[src/gfte_pkg.sv]
package gfte_pkg;

  localparam int GATE_W     = 11;
  localparam int SAMPLE_W   = 16;
  localparam int OP_W       = 4;
  localparam int CMP_W      = 2;
  localparam int CFG_IDX_W  = 3;
  localparam int CFG_DATA_W = 16;

  localparam int NUM_GATES_DEF = 2048;

  // Operation codes
  localparam logic [OP_W-1:0] OP_SET   = 4'd0;
  localparam logic [OP_W-1:0] OP_AND   = 4'd1;
  localparam logic [OP_W-1:0] OP_OR    = 4'd2;
  localparam logic [OP_W-1:0] OP_XOR   = 4'd3;
  localparam logic [OP_W-1:0] OP_COPY  = 4'd4;
  localparam logic [OP_W-1:0] OP_CLEAR = 4'd5;
  localparam logic [OP_W-1:0] OP_COMPL = 4'd6;
  localparam logic [OP_W-1:0] OP_ASSRT = 4'd7;
  localparam logic [OP_W-1:0] OP_ADD   = 4'd8;
  localparam logic [OP_W-1:0] OP_MUL   = 4'd9;

  // Compare modes
  localparam logic [CMP_W-1:0] CMP_BELOW   = 2'd0;
  localparam logic [CMP_W-1:0] CMP_ABOVE   = 2'd1;
  localparam logic [CMP_W-1:0] CMP_BETWEEN = 2'd2;

  // Register indexes
  localparam logic [CFG_IDX_W-1:0] REG_OPERATION = 3'd0;
  localparam logic [CFG_IDX_W-1:0] REG_CMP_MODE  = 3'd1;
  localparam logic [CFG_IDX_W-1:0] REG_THR_LOW   = 3'd2;
  localparam logic [CFG_IDX_W-1:0] REG_THR_HIGH  = 3'd3;
  localparam logic [CFG_IDX_W-1:0] REG_MISSING   = 3'd4;
  localparam logic [CFG_IDX_W-1:0] REG_ADD_AMT   = 3'd5;
  localparam logic [CFG_IDX_W-1:0] REG_MUL_AMT   = 3'd6;

  localparam logic [SAMPLE_W-1:0] MISSING_RST = 16'h8000;
  localparam logic [SAMPLE_W-1:0] MUL_AMT_RST = 16'h0001;

  typedef struct packed {
    logic [OP_W-1:0]     operation;
    logic [CMP_W-1:0]    compare_mode;
    logic [SAMPLE_W-1:0] threshold_low;
    logic [SAMPLE_W-1:0] threshold_high;
    logic [SAMPLE_W-1:0] missing_code;
    logic [SAMPLE_W-1:0] add_amount;
    logic [SAMPLE_W-1:0] mul_amount;
  } cfg_t;

endpackage

[src/gfte_if.sv]
interface gfte_in_if;
  logic                                  valid;
  logic                                  ready;
  logic [gfte_pkg::GATE_W-1:0]           gate;
  logic signed [gfte_pkg::SAMPLE_W-1:0]  sample;
  logic                                  in_boundary;

  modport source (output valid, gate, sample, in_boundary, input ready);
  modport sink   (input valid, gate, sample, in_boundary, output ready);
endinterface

interface gfte_out_if;
  logic                                  valid;
  logic                                  ready;
  logic [gfte_pkg::GATE_W-1:0]           gate_out;
  logic signed [gfte_pkg::SAMPLE_W-1:0]  sample_out;
  logic                                  flag_out;

  modport source (output valid, gate_out, sample_out, flag_out, input ready);
  modport sink   (input valid, gate_out, sample_out, flag_out, output ready);
endinterface

[src/gfte_ram.sv]
module gfte_ram #(
  parameter int WIDTH = 1,
  parameter int DEPTH = 2048
) (
  input  logic                     clk,
  input  logic                     we,
  input  logic [$clog2(DEPTH)-1:0] waddr,
  input  logic [WIDTH-1:0]         wdata,
  input  logic                     re,
  input  logic [$clog2(DEPTH)-1:0] raddr,
  output logic [WIDTH-1:0]         rdata
);

  logic [WIDTH-1:0] mem [DEPTH];
  logic [WIDTH-1:0] rdata_r;

  always_ff @(posedge clk) begin
    if (we) begin
      mem[waddr] <= wdata;
    end
    if (re) begin
      rdata_r <= mem[raddr];
    end
  end

  assign rdata = rdata_r;

endmodule

[src/gfte_cfg.sv]
module gfte_cfg (
  input  logic                               clk,
  input  logic                               rst_n,
  input  logic                               cfg_we,
  input  logic [gfte_pkg::CFG_IDX_W-1:0]     cfg_index,
  input  logic [gfte_pkg::CFG_DATA_W-1:0]    cfg_data,
  output gfte_pkg::cfg_t                     cfg
);

  gfte_pkg::cfg_t cfg_r;
  gfte_pkg::cfg_t cfg_nxt;

  always_comb begin
    cfg_nxt = cfg_r;
    if (cfg_we) begin
      unique case (cfg_index)
        gfte_pkg::REG_OPERATION: cfg_nxt.operation      = cfg_data[gfte_pkg::OP_W-1:0];
        gfte_pkg::REG_CMP_MODE:  cfg_nxt.compare_mode   = cfg_data[gfte_pkg::CMP_W-1:0];
        gfte_pkg::REG_THR_LOW:   cfg_nxt.threshold_low  = cfg_data;
        gfte_pkg::REG_THR_HIGH:  cfg_nxt.threshold_high = cfg_data;
        gfte_pkg::REG_MISSING:   cfg_nxt.missing_code   = cfg_data;
        gfte_pkg::REG_ADD_AMT:   cfg_nxt.add_amount     = cfg_data;
        gfte_pkg::REG_MUL_AMT:   cfg_nxt.mul_amount     = cfg_data;
        default: ;  // drop writes beyond the register list
      endcase
    end
  end

  always_ff @(posedge clk) begin
    if (!rst_n) begin
      cfg_r.operation      <= gfte_pkg::OP_SET;
      cfg_r.compare_mode   <= gfte_pkg::CMP_BELOW;
      cfg_r.threshold_low  <= '0;
      cfg_r.threshold_high <= '0;
      cfg_r.missing_code   <= gfte_pkg::MISSING_RST;
      cfg_r.add_amount     <= '0;
      cfg_r.mul_amount     <= gfte_pkg::MUL_AMT_RST;
    end else begin
      cfg_r <= cfg_nxt;
    end
  end

  assign cfg = cfg_r;

endmodule

[src/gfte_edit.sv]
module gfte_edit (
  input  gfte_pkg::cfg_t                  cfg,
  input  logic [gfte_pkg::SAMPLE_W-1:0]   sample,
  input  logic                            bnd,
  input  logic                            miss,
  input  logic                            thr,
  input  logic                            flag_old,
  output logic [gfte_pkg::SAMPLE_W-1:0]   sample_new,
  output logic                            flag_new
);

  logic [2*gfte_pkg::SAMPLE_W-1:0] prod;
  logic [gfte_pkg::SAMPLE_W-1:0]   sum;
  logic                            edit_ok;

  // low half of the product is the same for signed and unsigned operands
  assign prod    = (2*gfte_pkg::SAMPLE_W)'(sample) * (2*gfte_pkg::SAMPLE_W)'(cfg.mul_amount);
  assign sum     = sample + cfg.add_amount;
  assign edit_ok = bnd & flag_old & ~miss;

  always_comb begin
    flag_new   = flag_old;
    sample_new = sample;
    unique case (cfg.operation)
      gfte_pkg::OP_SET:   flag_new = bnd & ~miss & thr;
      gfte_pkg::OP_AND:   if (bnd) flag_new = ~miss & flag_old & thr;
      gfte_pkg::OP_OR:    if (bnd & ~miss) flag_new = flag_old | thr;
      gfte_pkg::OP_XOR:   if (bnd & ~miss) flag_new = flag_old ^ thr;
      gfte_pkg::OP_COPY:  if (bnd) flag_new = miss;
      gfte_pkg::OP_CLEAR: flag_new = 1'b0;
      gfte_pkg::OP_COMPL: flag_new = ~flag_old;
      gfte_pkg::OP_ASSRT: if (bnd & flag_old) sample_new = cfg.missing_code;
      gfte_pkg::OP_ADD:   if (edit_ok) sample_new = sum;
      gfte_pkg::OP_MUL:   if (edit_ok) sample_new = prod[gfte_pkg::SAMPLE_W-1:0];
      default: ;  // unused codes pass the item through
    endcase
  end

endmodule

[src/gate_flag_threshold_editor_core.sv]
// Per-gate flag editor: one flag bit per range gate lives in a single-port-read,
// single-port-write RAM. Each item reads its gate's flag, the next stage applies
// the configured operation and writes the flag back, and the result leaves from an
// output register, so an item is taken every cycle unless the output stalls or the
// flag clear runs; a result passes stage 1 and the output register before it is
// offered, and a write to the gate being read on the same edge is forwarded.
// After reset the block sweeps the flag RAM to zero, one gate a cycle, and takes no
// item until the sweep ends; configuration writes are taken throughout. Gates at or
// above NUM_GATES read a flag of zero and do not write.
module gate_flag_threshold_editor_core #(
  parameter int NUM_GATES = gfte_pkg::NUM_GATES_DEF
) (
  input  logic                             clk,
  input  logic                             rst_n,
  gfte_in_if.sink                          in_ch,
  gfte_out_if.source                       out_ch,
  input  logic                             cfg_we,
  input  logic [gfte_pkg::CFG_IDX_W-1:0]   cfg_index,
  input  logic [gfte_pkg::CFG_DATA_W-1:0]  cfg_data
);

  localparam int AW = $clog2(NUM_GATES);
  localparam int SW = gfte_pkg::SAMPLE_W;
  localparam int GW = gfte_pkg::GATE_W;

  gfte_pkg::cfg_t cfg;

  gfte_cfg u_cfg (
    .clk       (clk),
    .rst_n     (rst_n),
    .cfg_we    (cfg_we),
    .cfg_index (cfg_index),
    .cfg_data  (cfg_data),
    .cfg       (cfg)
  );

  // clearing sweep
  logic          clr_busy_r;
  logic [AW-1:0] clr_addr_r;

  // stage 1: item waiting on its flag
  logic          s1_valid_r;
  logic [GW-1:0] s1_gate_r;
  logic [SW-1:0] s1_sample_r;
  logic          s1_bnd_r;
  logic          s1_ok_r;
  logic          s1_miss_r;
  logic          s1_thr_r;
  logic [AW-1:0] s1_addr_r;
  logic          fwd_hit_r;
  logic          fwd_val_r;

  // output register
  logic          out_valid_r;
  logic [GW-1:0] out_gate_r;
  logic [SW-1:0] out_sample_r;
  logic          out_flag_r;

  logic          acc_in;
  logic          s1_adv;
  logic          gate_ok;
  logic          miss;
  logic          thr;
  logic [AW-1:0] raddr;
  logic          ram_we;
  logic [AW-1:0] ram_waddr;
  logic          ram_wdata;
  logic          ram_rdata;
  logic          flag_old;
  logic          flag_new;
  logic [SW-1:0] sample_new;

  assign s1_adv      = s1_valid_r & (~out_valid_r | out_ch.ready);
  assign in_ch.ready = ~clr_busy_r & (~s1_valid_r | s1_adv);
  assign acc_in      = in_ch.valid & in_ch.ready;

  assign gate_ok = 32'(in_ch.gate) < 32'(NUM_GATES);
  assign raddr   = AW'(in_ch.gate);
  assign miss    = in_ch.sample == $signed(cfg.missing_code);

  always_comb begin
    unique case (cfg.compare_mode)
      gfte_pkg::CMP_BELOW: thr = in_ch.sample < $signed(cfg.threshold_low);
      gfte_pkg::CMP_ABOVE: thr = in_ch.sample > $signed(cfg.threshold_low);
      default:             thr = (in_ch.sample >= $signed(cfg.threshold_low)) &&
                                 (in_ch.sample <= $signed(cfg.threshold_high));
    endcase
  end

  always_comb begin
    if (clr_busy_r) begin
      ram_we    = 1'b1;
      ram_waddr = clr_addr_r;
      ram_wdata = 1'b0;
    end else begin
      ram_we    = s1_adv & s1_ok_r;
      ram_waddr = s1_addr_r;
      ram_wdata = flag_new;
    end
  end

  gfte_ram #(
    .WIDTH (1),
    .DEPTH (NUM_GATES)
  ) u_flag_ram (
    .clk   (clk),
    .we    (ram_we),
    .waddr (ram_waddr),
    .wdata (ram_wdata),
    .re    (acc_in),
    .raddr (raddr),
    .rdata (ram_rdata)
  );

  assign flag_old = s1_ok_r & (fwd_hit_r ? fwd_val_r : ram_rdata);

  gfte_edit u_edit (
    .cfg        (cfg),
    .sample     (s1_sample_r),
    .bnd        (s1_bnd_r),
    .miss       (s1_miss_r),
    .thr        (s1_thr_r),
    .flag_old   (flag_old),
    .sample_new (sample_new),
    .flag_new   (flag_new)
  );

  // control
  always_ff @(posedge clk) begin
    if (!rst_n) begin
      clr_busy_r  <= 1'b1;
      clr_addr_r  <= '0;
      s1_valid_r  <= 1'b0;
      out_valid_r <= 1'b0;
    end else begin
      if (clr_busy_r) begin
        clr_addr_r <= clr_addr_r + 1'b1;
        if (clr_addr_r == AW'(NUM_GATES - 1)) begin
          clr_busy_r <= 1'b0;
        end
      end
      if (acc_in) begin
        s1_valid_r <= 1'b1;
      end else if (s1_adv) begin
        s1_valid_r <= 1'b0;
      end
      if (s1_adv) begin
        out_valid_r <= 1'b1;
      end else if (out_ch.ready) begin
        out_valid_r <= 1'b0;
      end
    end
  end

  // payload
  always_ff @(posedge clk) begin
    if (acc_in) begin
      s1_gate_r   <= in_ch.gate;
      s1_sample_r <= in_ch.sample;
      s1_bnd_r    <= in_ch.in_boundary;
      s1_ok_r     <= gate_ok;
      s1_miss_r   <= miss;
      s1_thr_r    <= thr;
      s1_addr_r   <= raddr;
      // catch a write-back landing on the gate read at this edge
      fwd_hit_r   <= ram_we & (ram_waddr == raddr);
      fwd_val_r   <= ram_wdata;
    end
    if (s1_adv) begin
      out_gate_r   <= s1_gate_r;
      out_sample_r <= sample_new;
      out_flag_r   <= flag_new;
    end
  end

  assign out_ch.valid      = out_valid_r;
  assign out_ch.gate_out   = out_gate_r;
  assign out_ch.sample_out = out_sample_r;
  assign out_ch.flag_out   = out_flag_r;

  a_no_accept_in_clear: assert property (@(posedge clk) disable iff (!rst_n)
    clr_busy_r |-> !acc_in)
    else $error("item accepted during flag clear");

  a_clear_empty: assert property (@(posedge clk) disable iff (!rst_n)
    clr_busy_r |-> (!s1_valid_r && !out_valid_r))
    else $error("item in flight during flag clear");

  a_fwd_capture: assert property (@(posedge clk) disable iff (!rst_n)
    (acc_in && ram_we && (ram_waddr == raddr)) |=> fwd_hit_r)
    else $error("colliding write-back not forwarded");

  a_stage_hold: assert property (@(posedge clk) disable iff (!rst_n)
    (s1_valid_r && !s1_adv) |=> (s1_valid_r && $stable(s1_gate_r)))
    else $error("stalled stage lost its item");

  a_write_in_range: assert property (@(posedge clk) disable iff (!rst_n)
    (ram_we && !clr_busy_r) |-> (s1_valid_r && s1_ok_r))
    else $error("flag write without a valid in-range item");

endmodule

[src/flat_wrapper.sv]
// flat-port wrapper written by rule: the top's interface ports become plain ports
module gate_flag_threshold_editor_core_flat 
#(
  parameter int NUM_GATES = gfte_pkg::NUM_GATES_DEF
)
  (clk, rst_n, cfg_we, cfg_index, cfg_data, in_ch_valid, in_ch_gate, in_ch_sample, in_ch_in_boundary, in_ch_ready, out_ch_valid, out_ch_gate_out, out_ch_sample_out, out_ch_flag_out, out_ch_ready);
  gfte_in_if in_ch_i ();
  gfte_out_if out_ch_i ();
  input  logic clk;
  input  logic rst_n;
  input  logic cfg_we;
  input  logic [gfte_pkg::CFG_IDX_W-1:0] cfg_index;
  input  logic [gfte_pkg::CFG_DATA_W-1:0] cfg_data;
  input wire logic [$bits(in_ch_i.valid)-1:0] in_ch_valid;
  input wire logic [$bits(in_ch_i.gate)-1:0] in_ch_gate;
  input wire logic [$bits(in_ch_i.sample)-1:0] in_ch_sample;
  input wire logic [$bits(in_ch_i.in_boundary)-1:0] in_ch_in_boundary;
  output wire logic [$bits(in_ch_i.ready)-1:0] in_ch_ready;
  output wire logic [$bits(out_ch_i.valid)-1:0] out_ch_valid;
  output wire logic [$bits(out_ch_i.gate_out)-1:0] out_ch_gate_out;
  output wire logic [$bits(out_ch_i.sample_out)-1:0] out_ch_sample_out;
  output wire logic [$bits(out_ch_i.flag_out)-1:0] out_ch_flag_out;
  input wire logic [$bits(out_ch_i.ready)-1:0] out_ch_ready;
  assign in_ch_i.valid = in_ch_valid;
  assign in_ch_i.gate = in_ch_gate;
  assign in_ch_i.sample = in_ch_sample;
  assign in_ch_i.in_boundary = in_ch_in_boundary;
  assign in_ch_ready = in_ch_i.ready;
  assign out_ch_valid = out_ch_i.valid;
  assign out_ch_gate_out = out_ch_i.gate_out;
  assign out_ch_sample_out = out_ch_i.sample_out;
  assign out_ch_flag_out = out_ch_i.flag_out;
  assign out_ch_i.ready = out_ch_ready;
  gate_flag_threshold_editor_core #(.NUM_GATES(NUM_GATES)) u_core (.clk(clk), .rst_n(rst_n), .in_ch(in_ch_i), .out_ch(out_ch_i), .cfg_we(cfg_we), .cfg_index(cfg_index), .cfg_data(cfg_data));
endmodule
[config.mk]
export PLATFORM = sky130hd
export DESIGN_NAME = gate_flag_threshold_editor_core_flat
export DESIGN_NICKNAME = d
export VERILOG_FILES = /design/src/gfte_pkg.sv /design/src/gfte_if.sv /design/src/gfte_ram.sv /design/src/gfte_cfg.sv /design/src/gfte_edit.sv /design/src/gate_flag_threshold_editor_core.sv /design/src/flat_wrapper.sv
export SDC_FILE = /design/constraint.sdc
export NUM_CORES = 2
export LEC_CHECK = 0
export BUFFER_PORTS_ARGS = -buffer_cell sky130_fd_sc_hd__buf_2
export CAP_MARGIN = 15
export CORE_MARGIN = 1
export CORE_UTILIZATION = 60
export CTS_CLUSTER_SIZE = 25
export DETAILED_ROUTE_END_ITERATION = 10
export PLACE_DENSITY = 0.8
export RECOVER_POWER = 25
export SLEW_MARGIN = 0
export SYNTH_ARGS = -nofsm -noshare
export SYNTH_HDL_FRONTEND = slang
export SYNTH_SLANG_ARGS = --single-unit
export TNS_END_PERCENT = 5
[constraint.sdc]
create_clock -name clk -period 221.7 [get_ports clk]
set_input_delay 44.34 -clock clk [delete_from_list [all_inputs] [get_ports clk]]
set_output_delay 44.34 -clock clk [all_outputs]
set_load 0.02 [all_outputs]
### Word level (Yosys, flattened, before mapping)

Memory sizes are Yosys's and may differ from the RTL's. A register that Yosys moved wholly into a read port is not among the register bits.
Index checks and enable logic that the tools add are counted.

* add/sub/neg operators: 2
* multiply operators: 1
* order comparisons: 4
* equality and inequality tests: 19
* multiplexer cells: 22
* bitwise gates (word level): 19
* reduce and logical (&&, ||, !) cells: 13

Operators with widths (count)
* 16-bit 2-to-1 mux: 3
* 16-bit case mux with 3 select lines: 1
* 16-bit adder: 1
* 16-bit equality test: 1
* 4-bit by 3-bit equality test with 1-bit output (second input constant): 4
* 16-bit greater-or-equal comparator: 1
* 16-bit greater-than comparator: 1
* 16-bit less-or-equal comparator: 1
* 16-bit less-than comparator: 1
* 16-bit by 16-bit multiplier with 16-bit output: 1
* 1-bit 2-to-1 mux: 15
* 2-bit AND reduction: 7
* 11-bit by 1-bit adder with 11-bit output (second input constant): 1
* 11-bit equality test: 1
* 11-bit equality test (second input constant): 1
* 11-bit 2-to-1 mux: 1
* 1-bit bitwise AND: 10
* 3-bit equality test (second input constant): 3
* 4-bit by 2-bit equality test with 1-bit output (second input constant): 2
* 4-bit equality test (second input constant): 2
* 1-bit case mux with 7 select lines: 1
* 3-bit by 2-bit equality test with 1-bit output (second input constant): 2
* 1-bit NOT: 5
* 4-bit by 1-bit equality test with 1-bit output (second input constant): 1
* 10 further kinds: 13

* flip-flop bits (word level): 160
* bits in writable memories: 2048
* input port bits: 52
* output and inout port bits: 30
* logic and storage cells: 102
* memories: 1

Memory list
* u_core.u_flag_ram.mem: depth 2048, bits a word 1, read ports 1, clocked after memory_dff 1, wr ports 1, line gfte_ram.sv:14 `logic [WIDTH-1:0] mem [DEPTH];`

### Longest topological paths before layout

* word-level depth: 7
* depth in mapped cells: 22

### Cells and area by module

Synthesis repeated with hierarchy kept, for this count alone.

* cell total of the unflattened synthesis: 7515
* area total of the unflattened synthesis: 101599.9 sq um

Modules (own cells, without submodules)
* gfte_ram: times used 1, cells each 6243, area an instance 89355.7 sq um
* gfte_edit: times used 1, cells each 655, area an instance 5240.0 sq um
* gate_flag_threshold_editor_core: times used 1, cells each 312, area an instance 3797.4 sq um
* gfte_cfg: times used 1, cells each 305, area an instance 3206.8 sq um

### Least setup slack after synthesis

Ideal clock, no wire load.

* path kind: input-to-output
* start point: input port out_ch_ready
* end point: output port in_ch_ready
* arrival time: 44785 ps
* slack: 132575 ps
* cell stages on the path: 2
* cells stage by stage: nor2b_1 -> a21oi_1

* longest elaborated chain between the ends: 4

Ends and longest elaborated chain
* start, declared: line flat_wrapper.sv:23 `input wire logic [$bits(out_ch_i.ready)-1:0] out_ch_ready;`
* 1-bit OR: line gate_flag_threshold_editor_core.sv:73 `assign s1_adv = s1_valid_r & (~out_valid_r | out_ch.ready);`
* 1-bit bitwise AND: line gate_flag_threshold_editor_core.sv:73
* 1-bit OR: line gate_flag_threshold_editor_core.sv:74 `assign in_ch.ready = ~clr_busy_r & (~s1_valid_r | s1_adv);`
* 1-bit bitwise AND: line gate_flag_threshold_editor_core.sv:74
* end, declared: line flat_wrapper.sv:18 `output wire logic [$bits(in_ch_i.ready)-1:0] in_ch_ready;`

Every way passes these cells.

### Worst setup path after layout

Same ends and word-level chain as after synthesis.

==> Implementation_results.wiki <==
{| class="wikitable"
! Metric !! Value
|-
| Outcome || complete, but fails checks
|-
| Violated checks || DRC, capacitance limit, slew limit
|-
| Count of max-cap constraint violations || 6
|-
| Library cell with the highest instance count after synthesis || sky130_fd_sc_hd__nor2_1
|-
| Final worst path period share || between 40 and 50%
|-
| Tightest slew margin relative to the limit || -661%
|-
| Cell types with the highest counts after synthesis || sky130_fd_sc_hd__nor2_1, sky130_fd_sc_hd__edfxtp_1, sky130_fd_sc_hd__mux4_2
|-
| Placement row count || 149
|-
| Mapped Area || around 0.10 mm^2
|-
| Slew at the pin with the worst max-slew slack || around 11000 ps
|-
| Post-synth cell types || 63
|-
| Routability cong. || just under 0.9
|-
| Insertion delay to the later sink of the worst-skew pair || around 890 ps
|-
| First drt pass iteration count || 9
|-
| Clock tree from TritonCTS || built
|-
| DRC violation total after the first TritonRoute iteration || between 10000 and 15000
|-
| Share of final-layout standard cells stronger than drive strength 1 || approximately 16%
|-
| Number of gates on the worst path with buffers counted || 4
|-
| Worst hold path depth || 0
|-
| Clock Power Share || between 40% and 50%
|-
| Number of buffers inserted by hold repair at cts || 0
|-
| Largest fanout on the critical path || 4
|-
| Share of Yosys cell area claimed by the top area cell type || between 60 and 70%
|-
| Final routed DRC violation total || 10
|-
| First-pass GRT wire length || just under 400000 um
|-
| Async set-reset flop share out of synthesis || 0%
|-
| Syn Nets || 7467
|-
| Leakage || about 38 nW
|-
| Net Sw Frac || between 20% and 30%
|-
| Clock skew || roughly 69 ps
|-
| Buffer and inverter count on the worst path || 2
|-
| Power density cells || approximately 7.6 mW/mm^2
|-
| Routed wire length per instance || 28.2 um
|-
| R2R depth || 7
|-
| Total setup buffers inserted after CTS || 0
|-
| Net switching power figure || ~0.18 mW
|-
| Type of the tightest min-delay check || flip-flop to flip-flop
|-
| Endpoint arrival time on the critical path || between 40000 and 50000 ps
|-
| Crit-path most repeated cell || sky130_fd_sc_hd__buf_2
|-
| Gate power share || roughly 4.1%
|-
| Via count of the first global-routing pass || a little over 60000
|-
| Overall die area || ~0.17 mm^2
|-
| Crit start category || primary input
|-
| Design internal power || between 0.6 and 0.7 mW
|-
| Count of port buffers added during placement || between 80 and 90
|-
| Prevailing post-synth register cell || sky130_fd_sc_hd__edfxtp_1
|-
| Final design utilization || approximately 66%
|-
| Fin nets || 7239
|-
| TritonCTS Buffers || ~210
|-
| Post-Synthesis Mean Instance Area || between 10 and 15 um^2
|-
| Clock slew at the register clock pins of the worst setup and hold paths || ~50 ps
|-
| Max Buffers Root-to-Sink || 3
|-
| Standard cell with the maximum stage delay on the critical path || sky130_fd_sc_hd__buf_2
|-
| Yosys reg bits || 2209
|-
| Layout filler cell count || between 10000 and 15000
|-
| Sum of negative setup slack || 0 ps
|-
| Kind of cell adding the most delay to the critical path || buffers and inverters
|-
| Pins over their slew limit || about 1100
|-
| Die boundary height || 411 um
|-
| Number of H-tree levels || 4
|-
| Effective utilization at floorplan || 60.6%
|-
| Cell taking the most area after synthesis || sky130_fd_sc_hd__edfxtp_1
|-
| IR drop worst, VDD || roughly 0.008 mV
|-
| Sequential share of the synthesized area || 65.2%
|-
| Clk sinks || roughly 2200
|-
| Total half-perimeter wirelength after legalization and detailed placement || about 140000 um
|-
| Share of power burned in registers || 54.3%
|-
| Total I/O pin count || 82
|-
| Placeable core region || 0.165 mm^2
|-
| Final antenna-violating net count || 0
|-
| Area contributors post-synth || sky130_fd_sc_hd__edfxtp_1, sky130_fd_sc_hd__mux4_2, sky130_fd_sc_hd__nor2_1
|-
| Relative area change from synthesis to final layout || 8.54%
|-
| Total wire length || between 200000 and 300000 um
|-
| CP endpoint kind || output pin
|-
| Root Buffer Master || sky130_fd_sc_hd__clkbuf_16
|-
| Initial antenna violation count || 5
|-
| Pin count of the biggest net entering global routing || 304
|-
| Count of final setup violators || 0
|-
| Worst setup path class || primary input to output pin
|-
| All-layer global routing usage || 31.5%
|-
| Post-CTS sizing || 0
|-
| Number of cells produced by synthesis || 7236
|-
| Unrepaired setup endpoints after global routing || no
|-
| Peak clock frequency supported by timing || ~0.011 GHz
|-
| Crit path time final || just under 90000 ps
|-
| Required time at the worst-slack endpoint || approximately 180000 ps
|-
| Worst path cell trace || buf_2, nor2b_1, a21oi_1, buf_2
|-
| Largest stage delay on the critical path || roughly 210 ps
|-
| Flop2flop setup slack || a little over 200000 ps
|-
| Overflow left after global routing || 0
|-
| Total of warnings raised by yosys || 0
|-
| Hold Violations, Final || 0
|-
| Number of enable flip-flop cells after synthesis || between 2000 and 2500
|-
| Count of vias placed by the detailed router || between 60000 and 70000
|-
| Chip width || between 400 and 500 um
|-
| Post-DR vias/cell || roughly 6.7
|}
cells by family after synthesis:
| kind of cell | count (synthesis) | synth area share, % |
|---|---|---|
| mux | 635 | 12.8 |
| buf+inv | 796 | 3.38 |
| xor+xnor | 82 | 0.730 |
| compound gates | 545 | 3.87 |
| simple gates | 2790 | 11.1 |
| fa+ha+maj | 179 | 2.84 |
| flops | 2209 | 65.2 |
through the flow:
step                      cells  total power, mW  hold WS, ps  area (um^2)  setup WS [ps]
final                      9372            0.830          456       109000         132400
after global routing       9368            0.848          473       109000         132280
after CTS                  9357            0.831          458       109000         132380
after detailed placement   8977            0.493          444       102000         132400
after global placement     8977            0.492          439       102000         132360
after floorplan            7236            0.480          426       100000         132580
flip-flops by register name, indices dropped and copies added (netlist names):
register,flops
u_core.s1_thr_r,1
u_core.u_cfg.cfg,86
u_core.fwd_val_r,1
u_core.s1_valid_r,1
u_core.s1_sample_r,16
u_core.u_flag_ram.rdata,1
u_core.out_ch.valid,1
u_core.s1_bnd_r,1
u_core.clr_busy_r,1
u_core.clr_addr_r,11
u_core.u_flag_ram.mem,2048
u_core.fwd_hit_r,1
u_core.s1_gate_r,11
u_core.out_ch.flag_out,1
u_core.s1_miss_r,1
u_core.out_ch.gate_out,11
u_core.out_ch.sample_out,16
layout by cell type (no fill, tap or decap), drive strengths merged, types with 83 or more instances in the layout:
cell,count
mux4,512
edfxtp,2109
dfxtp,100
nand2,369
and2,83
nor2,2114
clkbuf,262
inv,154
buf,197
ha,98
clkinv,109
a211oi,91
o21ai,99
a21boi,84
final cells by class:
class                           instances  area [um^2]  share of cell area [%]
Sequential cell                      2209        65300                    60.1
Multi-Input combinational cell       4231        32000                    29.4
Clock buffer                          255         5420                    4.99
Tap cell                             2189         2740                    2.52
Timing Repair Buffer                  204         1540                    1.42
Clock inverter                        125         1160                    1.07
Inverter                              153          574                   0.528
Antenna cell                            6         15.0                  0.0138
power by group through the flow:
stage	sequential (mW)	clock [mW]	combinational, mW
after floorplan	0.459	0	0.0210
after global placement	0.460	0	0.0327
after detailed placement	0.460	0	0.0331
after CTS	0.451	0.346	0.0334
after global routing	0.451	0.362	0.0354
final	0.451	0.345	0.0340
final timing paths:
check	from	end
min reg2reg	u_core.s1_gate_r[7]	u_core.out_ch.gate_out[7]
max	out_ch_ready	in_ch_ready
min	u_core.s1_gate_r[7]	u_core.out_ch.gate_out[7]
max reg2reg	u_core.u_cfg.cfg[82]	u_core.u_flag_ram.mem[1229]
metal layers:
layer / up-vias / routed length [um] / global-route usage (%)
met5: - / 27 / 0
li1: 25800 / - / -
met3: 799 / 36500 / 7.78
met2: 4540 / 125000 / 50.1
met4: 4 / 12300 / 13.5
met1: 31500 / 90500 / 41.6
Power figures use the tool's default switching activity.
